## src/rtl/jsv_pkg.sv

```systemverilog
// Shared types, constants and literal tables for the JSON scalar validator.
// Depends on nothing; every other file of the block refers to it by scoped names.
`default_nettype none

package jsv_pkg;

	// Width of the internal string byte counter
	localparam int LEN_BITS = 16;
	// Width of the reported string length
	localparam int PLEN_W = 16;

	typedef enum logic [3:0] {
		PH_LEAD    = 4'd0,
		PH_LITERAL = 4'd1,
		PH_SIGN    = 4'd2,
		PH_ZERO    = 4'd3,
		PH_INT     = 4'd4,
		PH_DOT     = 4'd5,
		PH_FRAC    = 4'd6,
		PH_EXP     = 4'd7,
		PH_EXPSIGN = 4'd8,
		PH_EXPDIG  = 4'd9,
		PH_STRING  = 4'd10,
		PH_TRAIL   = 4'd11,
		PH_DONE    = 4'd12
	} phase_t;

	typedef enum logic [2:0] {
		ST_PENDING = 3'd0,
		ST_OK      = 3'd1,
		ST_EXPECT  = 3'd2,
		ST_INVALID = 3'd3,
		ST_NOTSING = 3'd4,
		ST_NOQUOTE = 3'd5
	} status_t;

	typedef enum logic [2:0] {
		K_NONE   = 3'd0,
		K_NULL   = 3'd1,
		K_FALSE  = 3'd2,
		K_TRUE   = 3'd3,
		K_NUMBER = 3'd4,
		K_STRING = 3'd5
	} kind_t;

	typedef enum logic [1:0] {
		LIT_TRUE  = 2'd0,
		LIT_FALSE = 2'd1,
		LIT_NULL  = 2'd2,
		LIT_NULL2 = 2'd3
	} lit_t;

	typedef struct packed {
		logic [7:0] text_byte;
		logic       end_of_text;
	} in_item_t;

	typedef struct packed {
		status_t           status;
		kind_t             value_kind;
		logic [7:0]        payload_byte;
		logic              payload_valid;
		logic [PLEN_W-1:0] payload_length;
		logic              final_res;
	} out_item_t;

	// Scanner state carried from one byte to the next
	typedef struct packed {
		phase_t              phase;
		logic [2:0]          lit_pos;
		lit_t                lit_choice;
		logic [LEN_BITS-1:0] str_count;
		status_t             latched;
		kind_t               kind;
	} scan_state_t;

	localparam scan_state_t SCAN_RESET = '{
		phase:      PH_LEAD,
		lit_pos:    3'd0,
		lit_choice: LIT_TRUE,
		str_count:  '0,
		latched:    ST_PENDING,
		kind:       K_NONE
	};

	// Expected character of a literal at a given position
	function automatic logic [7:0] lit_char(lit_t choice, logic [2:0] pos);
		logic [7:0] c;
		c = 8'h00;
		case (choice)
			LIT_TRUE: begin
				case (pos)
					3'd0: c = "t";
					3'd1: c = "r";
					3'd2: c = "u";
					3'd3: c = "e";
					default: c = 8'h00;
				endcase
			end
			LIT_FALSE: begin
				case (pos)
					3'd0: c = "f";
					3'd1: c = "a";
					3'd2: c = "l";
					3'd3: c = "s";
					3'd4: c = "e";
					default: c = 8'h00;
				endcase
			end
			default: begin
				case (pos)
					3'd0: c = "n";
					3'd1: c = "u";
					3'd2: c = "l";
					3'd3: c = "l";
					default: c = 8'h00;
				endcase
			end
		endcase
		return c;
	endfunction

	function automatic logic [2:0] lit_len(lit_t choice);
		return (choice == LIT_FALSE) ? 3'd5 : 3'd4;
	endfunction

	function automatic kind_t lit_kind(lit_t choice);
		kind_t k;
		case (choice)
			LIT_TRUE:  k = K_TRUE;
			LIT_FALSE: k = K_FALSE;
			default:   k = K_NULL;
		endcase
		return k;
	endfunction

	// Clamp the counter to the reported length width
	function automatic logic [PLEN_W-1:0] sat_len(logic [LEN_BITS-1:0] cnt);
		logic [31:0] wide;
		wide = 32'(cnt);
		return (wide > 32'(2 ** PLEN_W - 1)) ? {PLEN_W{1'b1}} : wide[PLEN_W-1:0];
	endfunction

endpackage

`default_nettype wire

```

## src/rtl/jsv_in_if.sv

```systemverilog
// Input channel of the JSON scalar validator: valid/ready plus one text byte item.
// Depends on jsv_pkg.
`default_nettype none

interface jsv_in_if;
	logic               valid;
	logic               ready;
	jsv_pkg::in_item_t  data;

	modport source (output valid, output data, input ready);
	modport sink   (input valid, input data, output ready);
endinterface

`default_nettype wire

```

## src/rtl/jsv_out_if.sv

```systemverilog
// Result channel of the JSON scalar validator: valid/ready plus one result item.
// Depends on jsv_pkg.
`default_nettype none

interface jsv_out_if;
	logic                valid;
	logic                ready;
	jsv_pkg::out_item_t  data;

	modport source (output valid, output data, input ready);
	modport sink   (input valid, input data, output ready);
endinterface

`default_nettype wire

```

## src/rtl/json_scalar_validator_core.sv

```systemverilog
// JSON scalar validator: top level with input register, scanner state and result register.
// Depends on jsv_pkg, jsv_in_if, jsv_out_if and jsv_step.
//
// Usage:
//   text   - sink channel; each transfer carries one text byte, or the end marker
//            (end_of_text = 1), which stands for the terminating NUL of the text.
//   report - source channel; exactly one result item per input transfer, in order.
//   Each result gives the running status (pending until an error is latched or
//   the end marker arrives), the value kind seen so far, the string content byte
//   of this step if any, and the saturating string length.
//   A byte transferred on text passes the input register, then the result register,
//   before it is presented on report. Throughput: one byte per cycle while report
//   takes results, set by the single scanner step between the two registers.
//   The end marker returns the scanner to its start state for the next text.
//   Reset (arst_n low) empties both registers and puts the scanner in its start
//   state. When report stalls, the result is held, one more byte waits in the
//   input register, and text drops ready until the result is taken.
`default_nettype none

module json_scalar_validator_core (
	input  wire        clk,
	input  wire        arst_n,
	jsv_in_if.sink     text,
	jsv_out_if.source  report
);

	logic                  valid_s1;
	jsv_pkg::in_item_t     item_s1;
	jsv_pkg::scan_state_t  state_q;
	jsv_pkg::scan_state_t  state_nxt;
	jsv_pkg::out_item_t    res;
	logic                  out_valid_q;
	jsv_pkg::out_item_t    out_q;
	logic                  advance;

	// Move the held byte forward when the result register is free or draining
	assign advance    = valid_s1 && (!out_valid_q || report.ready);
	assign text.ready = !valid_s1 || advance;

	jsv_step u_step (
		.cur  (state_q),
		.item (item_s1),
		.nxt  (state_nxt),
		.res  (res)
	);

	// Hold the input byte
	always_ff @(posedge clk or negedge arst_n) begin
		if (!arst_n) begin
			valid_s1 <= 1'b0;
		end else if (text.ready) begin
			valid_s1 <= text.valid;
		end
	end

	always_ff @(posedge clk) begin
		if (text.ready && text.valid) begin
			item_s1 <= text.data;
		end
	end

	// Advance the scanner state
	always_ff @(posedge clk or negedge arst_n) begin
		if (!arst_n) begin
			state_q <= jsv_pkg::SCAN_RESET;
		end else if (advance) begin
			state_q <= state_nxt;
		end
	end

	// Hold the result until transfer
	always_ff @(posedge clk or negedge arst_n) begin
		if (!arst_n) begin
			out_valid_q <= 1'b0;
		end else if (advance) begin
			out_valid_q <= 1'b1;
		end else if (report.ready) begin
			out_valid_q <= 1'b0;
		end
	end

	always_ff @(posedge clk) begin
		if (advance) begin
			out_q <= res;
		end
	end

	assign report.valid = out_valid_q;
	assign report.data  = out_q;

endmodule

`default_nettype wire

```

## src/rtl/jsv_step.sv

```systemverilog
// One scanner step: next scanner state and the result item for one text byte.
// Purely combinational; depends on jsv_pkg.
`default_nettype none

module jsv_step (
	input  wire jsv_pkg::scan_state_t cur,
	input  wire jsv_pkg::in_item_t    item,
	output jsv_pkg::scan_state_t      nxt,
	output jsv_pkg::out_item_t        res
);

	function automatic logic is_ws(logic [7:0] b);
		return (b == " ") || (b == 8'h09) || (b == 8'h0a) || (b == 8'h0d);
	endfunction

	function automatic logic is_digit(logic [7:0] b);
		return (b >= "0") && (b <= "9");
	endfunction

	logic [7:0]    b;
	logic [2:0]    pos_inc;
	logic [2:0]    llen;
	logic          pvalid;
	jsv_pkg::status_t end_st;
	jsv_pkg::kind_t   end_kind;

	assign b       = item.text_byte;
	assign llen    = jsv_pkg::lit_len(cur.lit_choice);
	assign pos_inc = cur.lit_pos + 3'd1;

	// Advance the phase machine by one byte
	always_comb begin
		nxt    = cur;
		pvalid = 1'b0;
		case (cur.phase)
			jsv_pkg::PH_LEAD: begin
				if (is_ws(b)) begin
					nxt.phase = jsv_pkg::PH_LEAD;
				end else if (b == "t" || b == "f" || b == "n") begin
					nxt.lit_choice = (b == "t") ? jsv_pkg::LIT_TRUE :
						((b == "f") ? jsv_pkg::LIT_FALSE : jsv_pkg::LIT_NULL);
					nxt.lit_pos = 3'd1;
					nxt.phase   = jsv_pkg::PH_LITERAL;
				end else if (b == "\"") begin
					nxt.phase = jsv_pkg::PH_STRING;
				end else if (b == "-") begin
					nxt.phase = jsv_pkg::PH_SIGN;
				end else if (b == "0") begin
					nxt.phase = jsv_pkg::PH_ZERO;
				end else if (is_digit(b)) begin
					nxt.phase = jsv_pkg::PH_INT;
				end else begin
					nxt.latched = jsv_pkg::ST_INVALID;
					nxt.phase   = jsv_pkg::PH_DONE;
				end
			end
			jsv_pkg::PH_LITERAL: begin
				if (cur.lit_pos >= llen || b != jsv_pkg::lit_char(cur.lit_choice, cur.lit_pos)) begin
					nxt.latched = jsv_pkg::ST_INVALID;
					nxt.phase   = jsv_pkg::PH_DONE;
				end else begin
					nxt.lit_pos = pos_inc;
					if (pos_inc >= llen) begin
						nxt.kind  = jsv_pkg::lit_kind(cur.lit_choice);
						nxt.phase = jsv_pkg::PH_TRAIL;
					end
				end
			end
			jsv_pkg::PH_SIGN: begin
				if (b == "0") begin
					nxt.phase = jsv_pkg::PH_ZERO;
				end else if (is_digit(b)) begin
					nxt.phase = jsv_pkg::PH_INT;
				end else begin
					nxt.latched = jsv_pkg::ST_INVALID;
					nxt.phase   = jsv_pkg::PH_DONE;
				end
			end
			jsv_pkg::PH_ZERO, jsv_pkg::PH_INT, jsv_pkg::PH_FRAC, jsv_pkg::PH_EXPDIG: begin
				if (cur.phase != jsv_pkg::PH_ZERO && is_digit(b)) begin
					nxt.phase = cur.phase;
				end else if (b == "." &&
						(cur.phase == jsv_pkg::PH_ZERO || cur.phase == jsv_pkg::PH_INT)) begin
					nxt.phase = jsv_pkg::PH_DOT;
				end else if ((b == "e" || b == "E") && cur.phase != jsv_pkg::PH_EXPDIG) begin
					nxt.phase = jsv_pkg::PH_EXP;
				end else begin
					// number ends here; judge the byte as trailing text
					nxt.kind = jsv_pkg::K_NUMBER;
					if (is_ws(b)) begin
						nxt.phase = jsv_pkg::PH_TRAIL;
					end else begin
						nxt.latched = jsv_pkg::ST_NOTSING;
						nxt.phase   = jsv_pkg::PH_DONE;
					end
				end
			end
			jsv_pkg::PH_DOT, jsv_pkg::PH_EXPSIGN: begin
				if (is_digit(b)) begin
					nxt.phase = (cur.phase == jsv_pkg::PH_DOT) ? jsv_pkg::PH_FRAC :
						jsv_pkg::PH_EXPDIG;
				end else begin
					nxt.latched = jsv_pkg::ST_INVALID;
					nxt.phase   = jsv_pkg::PH_DONE;
				end
			end
			jsv_pkg::PH_EXP: begin
				if (b == "+" || b == "-") begin
					nxt.phase = jsv_pkg::PH_EXPSIGN;
				end else if (is_digit(b)) begin
					nxt.phase = jsv_pkg::PH_EXPDIG;
				end else begin
					nxt.latched = jsv_pkg::ST_INVALID;
					nxt.phase   = jsv_pkg::PH_DONE;
				end
			end
			jsv_pkg::PH_STRING: begin
				if (b == "\"") begin
					nxt.kind  = jsv_pkg::K_STRING;
					nxt.phase = jsv_pkg::PH_TRAIL;
				end else begin
					pvalid = 1'b1;
					if (cur.str_count != {jsv_pkg::LEN_BITS{1'b1}}) begin
						nxt.str_count = cur.str_count + 1'b1;
					end
				end
			end
			jsv_pkg::PH_TRAIL: begin
				if (!is_ws(b)) begin
					nxt.latched = jsv_pkg::ST_NOTSING;
					nxt.phase   = jsv_pkg::PH_DONE;
				end
			end
			default: begin
				nxt.phase = jsv_pkg::PH_DONE;
			end
		endcase

		// end marker: report and return to the start state
		if (item.end_of_text) begin
			nxt    = jsv_pkg::SCAN_RESET;
			pvalid = 1'b0;
		end
	end

	// Final status when the end marker arrives
	always_comb begin
		end_kind = cur.kind;
		case (cur.phase)
			jsv_pkg::PH_LEAD:   end_st = jsv_pkg::ST_EXPECT;
			jsv_pkg::PH_ZERO, jsv_pkg::PH_INT, jsv_pkg::PH_FRAC, jsv_pkg::PH_EXPDIG: begin
				end_st   = jsv_pkg::ST_OK;
				end_kind = jsv_pkg::K_NUMBER;
			end
			jsv_pkg::PH_STRING: end_st = jsv_pkg::ST_NOQUOTE;
			jsv_pkg::PH_TRAIL:  end_st = jsv_pkg::ST_OK;
			jsv_pkg::PH_DONE:   end_st = cur.latched;
			default:            end_st = jsv_pkg::ST_INVALID;
		endcase
	end

	// Assemble the result item
	always_comb begin
		res.payload_byte  = pvalid ? b : 8'h00;
		res.payload_valid = pvalid;
		if (item.end_of_text) begin
			res.status         = end_st;
			res.value_kind     = end_kind;
			res.payload_length = jsv_pkg::sat_len(cur.str_count);
			res.final_res      = 1'b1;
		end else begin
			res.status         = (nxt.phase == jsv_pkg::PH_DONE) ? nxt.latched :
				jsv_pkg::ST_PENDING;
			res.value_kind     = nxt.kind;
			res.payload_length = jsv_pkg::sat_len(nxt.str_count);
			res.final_res      = (nxt.phase == jsv_pkg::PH_DONE);
		end
	end

endmodule

`default_nettype wire

```

## src/flat_wrapper.sv

```systemverilog
// flat-port wrapper written by rule: the top's interface ports become plain ports
module json_scalar_validator_core_flat 
  (clk, arst_n, text_valid, text_data, text_ready, report_valid, report_data, report_ready);
  jsv_in_if text_i ();
  jsv_out_if report_i ();
  input  wire clk;
  input  wire arst_n;
  input wire logic [$bits(text_i.valid)-1:0] text_valid;
  input wire logic [$bits(text_i.data)-1:0] text_data;
  output wire logic [$bits(text_i.ready)-1:0] text_ready;
  output wire logic [$bits(report_i.valid)-1:0] report_valid;
  output wire logic [$bits(report_i.data)-1:0] report_data;
  input wire logic [$bits(report_i.ready)-1:0] report_ready;
  assign text_i.valid = text_valid;
  assign text_i.data = text_data;
  assign text_ready = text_i.ready;
  assign report_valid = report_i.valid;
  assign report_data = report_i.data;
  assign report_i.ready = report_ready;
  json_scalar_validator_core u_core (.clk(clk), .arst_n(arst_n), .text(text_i), .report(report_i));
endmodule
```

## config.mk

```make
export PLATFORM = sky130hd
export DESIGN_NAME = json_scalar_validator_core_flat
export DESIGN_NICKNAME = d
export VERILOG_FILES = /design/src/rtl/jsv_pkg.sv /design/src/rtl/jsv_in_if.sv /design/src/rtl/jsv_out_if.sv /design/src/rtl/json_scalar_validator_core.sv /design/src/rtl/jsv_step.sv /design/src/flat_wrapper.sv
export SDC_FILE = /design/constraint.sdc
export NUM_CORES = 1
export LEC_CHECK = 0
export ABC_AREA = 1
export BUFFER_PORTS_ARGS = -buffer_cell sky130_fd_sc_hd__buf_4
export CAP_MARGIN = 20
export CELL_PAD_IN_SITES_DETAIL_PLACEMENT = 1
export CELL_PAD_IN_SITES_GLOBAL_PLACEMENT = 1
export CORE_ASPECT_RATIO = 1.25
export CORE_UTILIZATION = 40
export DETAILED_ROUTE_END_ITERATION = 12
export GPL_TIMING_DRIVEN = 0
export HOLD_SLACK_MARGIN = 0.05
export PLACE_DENSITY_LB_ADDON = 0.1
export SKIP_CTS_REPAIR_TIMING = 1
export SLEW_MARGIN = 10
export SYNTH_ARGS = -nofsm -noshare
export SYNTH_HDL_FRONTEND = slang
export SYNTH_HIERARCHICAL = 1
export SYNTH_SLANG_ARGS = --single-unit
```

## constraint.sdc

```tcl
create_clock -name clk -period 2.5 [get_ports clk]
set_clock_uncertainty 0.2 [all_clocks]
set_input_delay 0.125 -clock clk [delete_from_list [all_inputs] [get_ports clk]]
set_output_delay 0.125 -clock clk [all_outputs]
set_load 0.01 [all_outputs]
```

==> flow_metrics.tcl <==
set metrics [dict create \
    status "finished, violations left" \
    failed_checks "setup timing" \
    hold_violations 0 \
    tightestPinTransition_ns 0.825 \
    firstDrtPassIters 5 \
    io_buffers 46 \
    die_w_um 104 \
    num_antenna_cells 0 \
    cp_common_cell "sky130_fd_sc_hd__nand2_1" \
    grt_antenna_before_repair 0 \
    clk-insertion-delay-late_ns 0.34 \
    synth_seq_area_share_pct 39.5 \
    io_pins 47 \
    net-switching-power_mw 2.31 \
    drc 0 \
    drt_iter0_markers 235 \
    clockPowerShare_pct 24.5 \
    final_layout_size_suffix_gt1_share_pct 21.7 \
    cts.path.max_buffers 2 \
    design.core.area_mm2 0.0127 \
    grtUsageTotal_pct 26.6 \
    total_leakage_power_nw 3.13 \
    die_area_mm2 0.0135 \
    total_congestion_overflow_after_global_routing 0 \
    cts.htree.levels 3 \
    fin_total_pwr_mw 5.42 \
    timing.fmax_ghz 0.357 \
    min-delay-path-class "input port to async pin" \
    num_rows 46 \
    ys_seq_elements 74 \
    yosys_warnings 6 \
    cts_num_sinks 74 \
    internal-power_mw 3.11 \
    first_global_vias 5377 \
    clock_tree_from_tritoncts "done" \
    initial_core_util_pct 40.9 \
    grt_start_max_net_pins 34 \
    die_h_um 130 \
    clock_pin_slew_on_the_worst_setup_and_hold_paths_ns 0.06 \
    cap_viol_max_count 0 \
    grt_pass1_wl_um 27800 \
    min_period_ns 2.80 \
    share_comb_of_total_power_pct 44.2 \
    critical_path_required_ns 2.37 \
    setup_ws_ns -0.303 \
    setup_violations 19 \
    postRouteAntennaNets 0 \
    setup.worst_path.end_class "flip-flop" \
    finish.cell_count_without_fillers 991 \
    via_per_inst 5.42 \
    ys_types 45 \
    power_density_mw_per_mm2 841 \
    drt-wirelength-per-cell_um 18.3 \
    setup_total_negative_slack_ns -4.15 \
    clk_root_buffer_cell "sky130_fd_sc_hd__clkbuf_16" \
    netlist_area_before_placement_mm2 0.00521 \
    fin_crit_sh_pct 112 \
    vdd_drop_max_uv 356 \
    final_nets 840 \
    synth_area_per_cell_um2 7.10 \
    critPathLaunchType "flip-flop" \
    n_fill_cell 1646 \
    area_growth_syn_to_layout_pct 23.7 \
    routability_congestion 0.897 \
    numCtsBuffers 9 \
    maxSlewHeadroom_pct 44.9 \
    timing.critical_path.slowest_cell_delay_ns 0.49 \
    wirelength_um 18100 \
    switching_share_pct 42.6 \
    syn-instance-count 733 \
    setup_repair_after_global_routing_missed_its_margin "true" \
    timing.setup.critical_path_class "flip-flop to flip-flop" \
    crit_path_top_delay_cell "sky130_fd_sc_hd__dfrtp_1" \
    crit_path_cell_trace "inv_2 -> ha_1 -> inv_2 -> nand2_2 -> nor2_2 -> nand2_1 -> nand2_1 -> inv_1 -> nand3_1 -> nand2_1 -> nor2_2 -> nand2_4 -> nand2_4 -> buf_4 -> a21oi_4 -> nand2_2 -> nand2_1" \
    dp.cells 947 \
    postSynthNetCount 755 \
    detailed_place_hpwl_um 13300 \
    final_cell_mix "sky130_fd_sc_hd__nand2_1, sky130_fd_sc_hd__inv_1, sky130_fd_sc_hd__nand3_1" \
    critical_path_peak_fanout 7 \
    slew_violations 0 \
    mostFrequentLayoutCell "sky130_fd_sc_hd__nand2_1" \
    num_vias 5376 \
    worstPathArrival_ns 2.67 \
    power.share.sequential_pct 31.3 \
]
==> through the flow <==
step | utilization (%) | hold slack, ns | worst slack [ns] | instance area, um^2
6_report | 50.6 | 0.0928 | -0.303 | 6440
5_1_grt | 50.6 | 0.129 | -0.519 | 6440
4_1_cts | 47.6 | -0.427 | -0.376 | 6060
3_5_place_dp | 45.3 | -0.0702 | -0.349 | 5760
3_3_place_gp | 45.3 | -0.0801 | -0.253 | 5760
2_1_floorplan | - | -0.371 | 0.0701 | 5210
==> path summary, 6_finish.rpt <==
check,slack (ns),startpoint,depth (start not counted),endpoint
worst max-delay path,-0.30,u_core/state_q[26],17,u_core/report.data[0]
worst min-delay path,0.09,arst_n,2,u_core/state_q[0]
worst max register to register,-0.30,u_core/state_q[26],17,u_core/report.data[0]
worst min register to register,0.30,u_core/state_q[14],2,u_core/state_q[14]
max in group asynchronous,1.64,arst_n,2,u_core/state_q[23]
min in group clk,0.30,u_core/state_q[14],2,u_core/state_q[14]
==> cell usage after synthesis (all sizes together) <==
master,n,area (um^2)
nand3,80,410
a31o,1,8.76
o21bai,1,7.51
edfxtp,41,1230
a31oi,7,43.8
a21oi,23,130
nand4,8,50.1
clkinv,2,7.51
nor4,1,6.26
nor3b,1,7.51
a211oi,1,7.51
dfrtp,33,826
o31ai,2,20.0
inv,104,390
o41ai,1,8.76
nand3b,3,22.5
xor2,4,35.0
o211ai,3,22.5
o2111ai,1,8.76
buf,18,130
ha,9,113
o22ai,8,50.1
nor2,92,400
a22oi,1,7.51
o21ai,58,302
or2,2,12.5
nor3,11,65.1
nand2,214,871
clkbuf,3,11.3
==> registers in the layout (all words and copies together) (netlist names) <==
| register | cells |
|---|---|
| u_core/report.data | 32 |
| u_core/state_q | 31 |
| u_core/item_s1 | 9 |
| u_core/report.valid | 1 |
| u_core/valid_s1 | 1 |
==> cell type report <==
class                           count  area (um^2)  area share (%)
Multi-Input combinational cell    532         2750            42.6
Inverter                          106          398            6.18
Tap cell                          168          210            3.26
Sequential cell                    74         2060            32.0
Timing Repair Buffer               74          588            9.13
Clock buffer                       10          229            3.55
Buffer                             21          141            2.19
Clock inverter                      6         65.1            1.01
==> cell families after synthesis <==
family,count (synthesis),synth area share (%)
flops,74,39.5
buf+inv,127,10.4
fa+ha+maj,9,2.16
compound gates,107,11.8
xor+xnor,4,0.673
simple gates,412,35.4
==> critical path, delay by kind of cell (launching register included) <==
family / cells / cell delay (ns)
AND/OR/NAND/NOR: 11 / 1.10
flip-flops: 1 / 0.49
buffers and inverters: 4 / 0.42
adder cells (fa/ha/maj): 1 / 0.26
AO/OA/AOI/OAI: 1 / 0.05
==> metal layers <==
metal	share of wire (%)	global-route usage, %	vias to the layer above
met5	0	0	-
met4	3.2	11.8	0
met3	3.9	3.37	47
met2	50	47.0	163
met1	43	32.7	2594
li1	-	-	2572
==> power groups by stage <==
| stage | combinational, mW | clock [mW] | sequential [mW] |
|---|---|---|---|
| floorplan | 1.50 | 0 | 1.69 |
| global placement | 2.12 | 0 | 1.70 |
| detailed placement | 2.18 | 0 | 1.71 |
| CTS | 2.19 | 1.35 | 1.69 |
| global route | 2.64 | 1.39 | 1.72 |
| finish | 2.39 | 1.33 | 1.70 |
No activity file was read; power rests on OpenSTA's default activity.
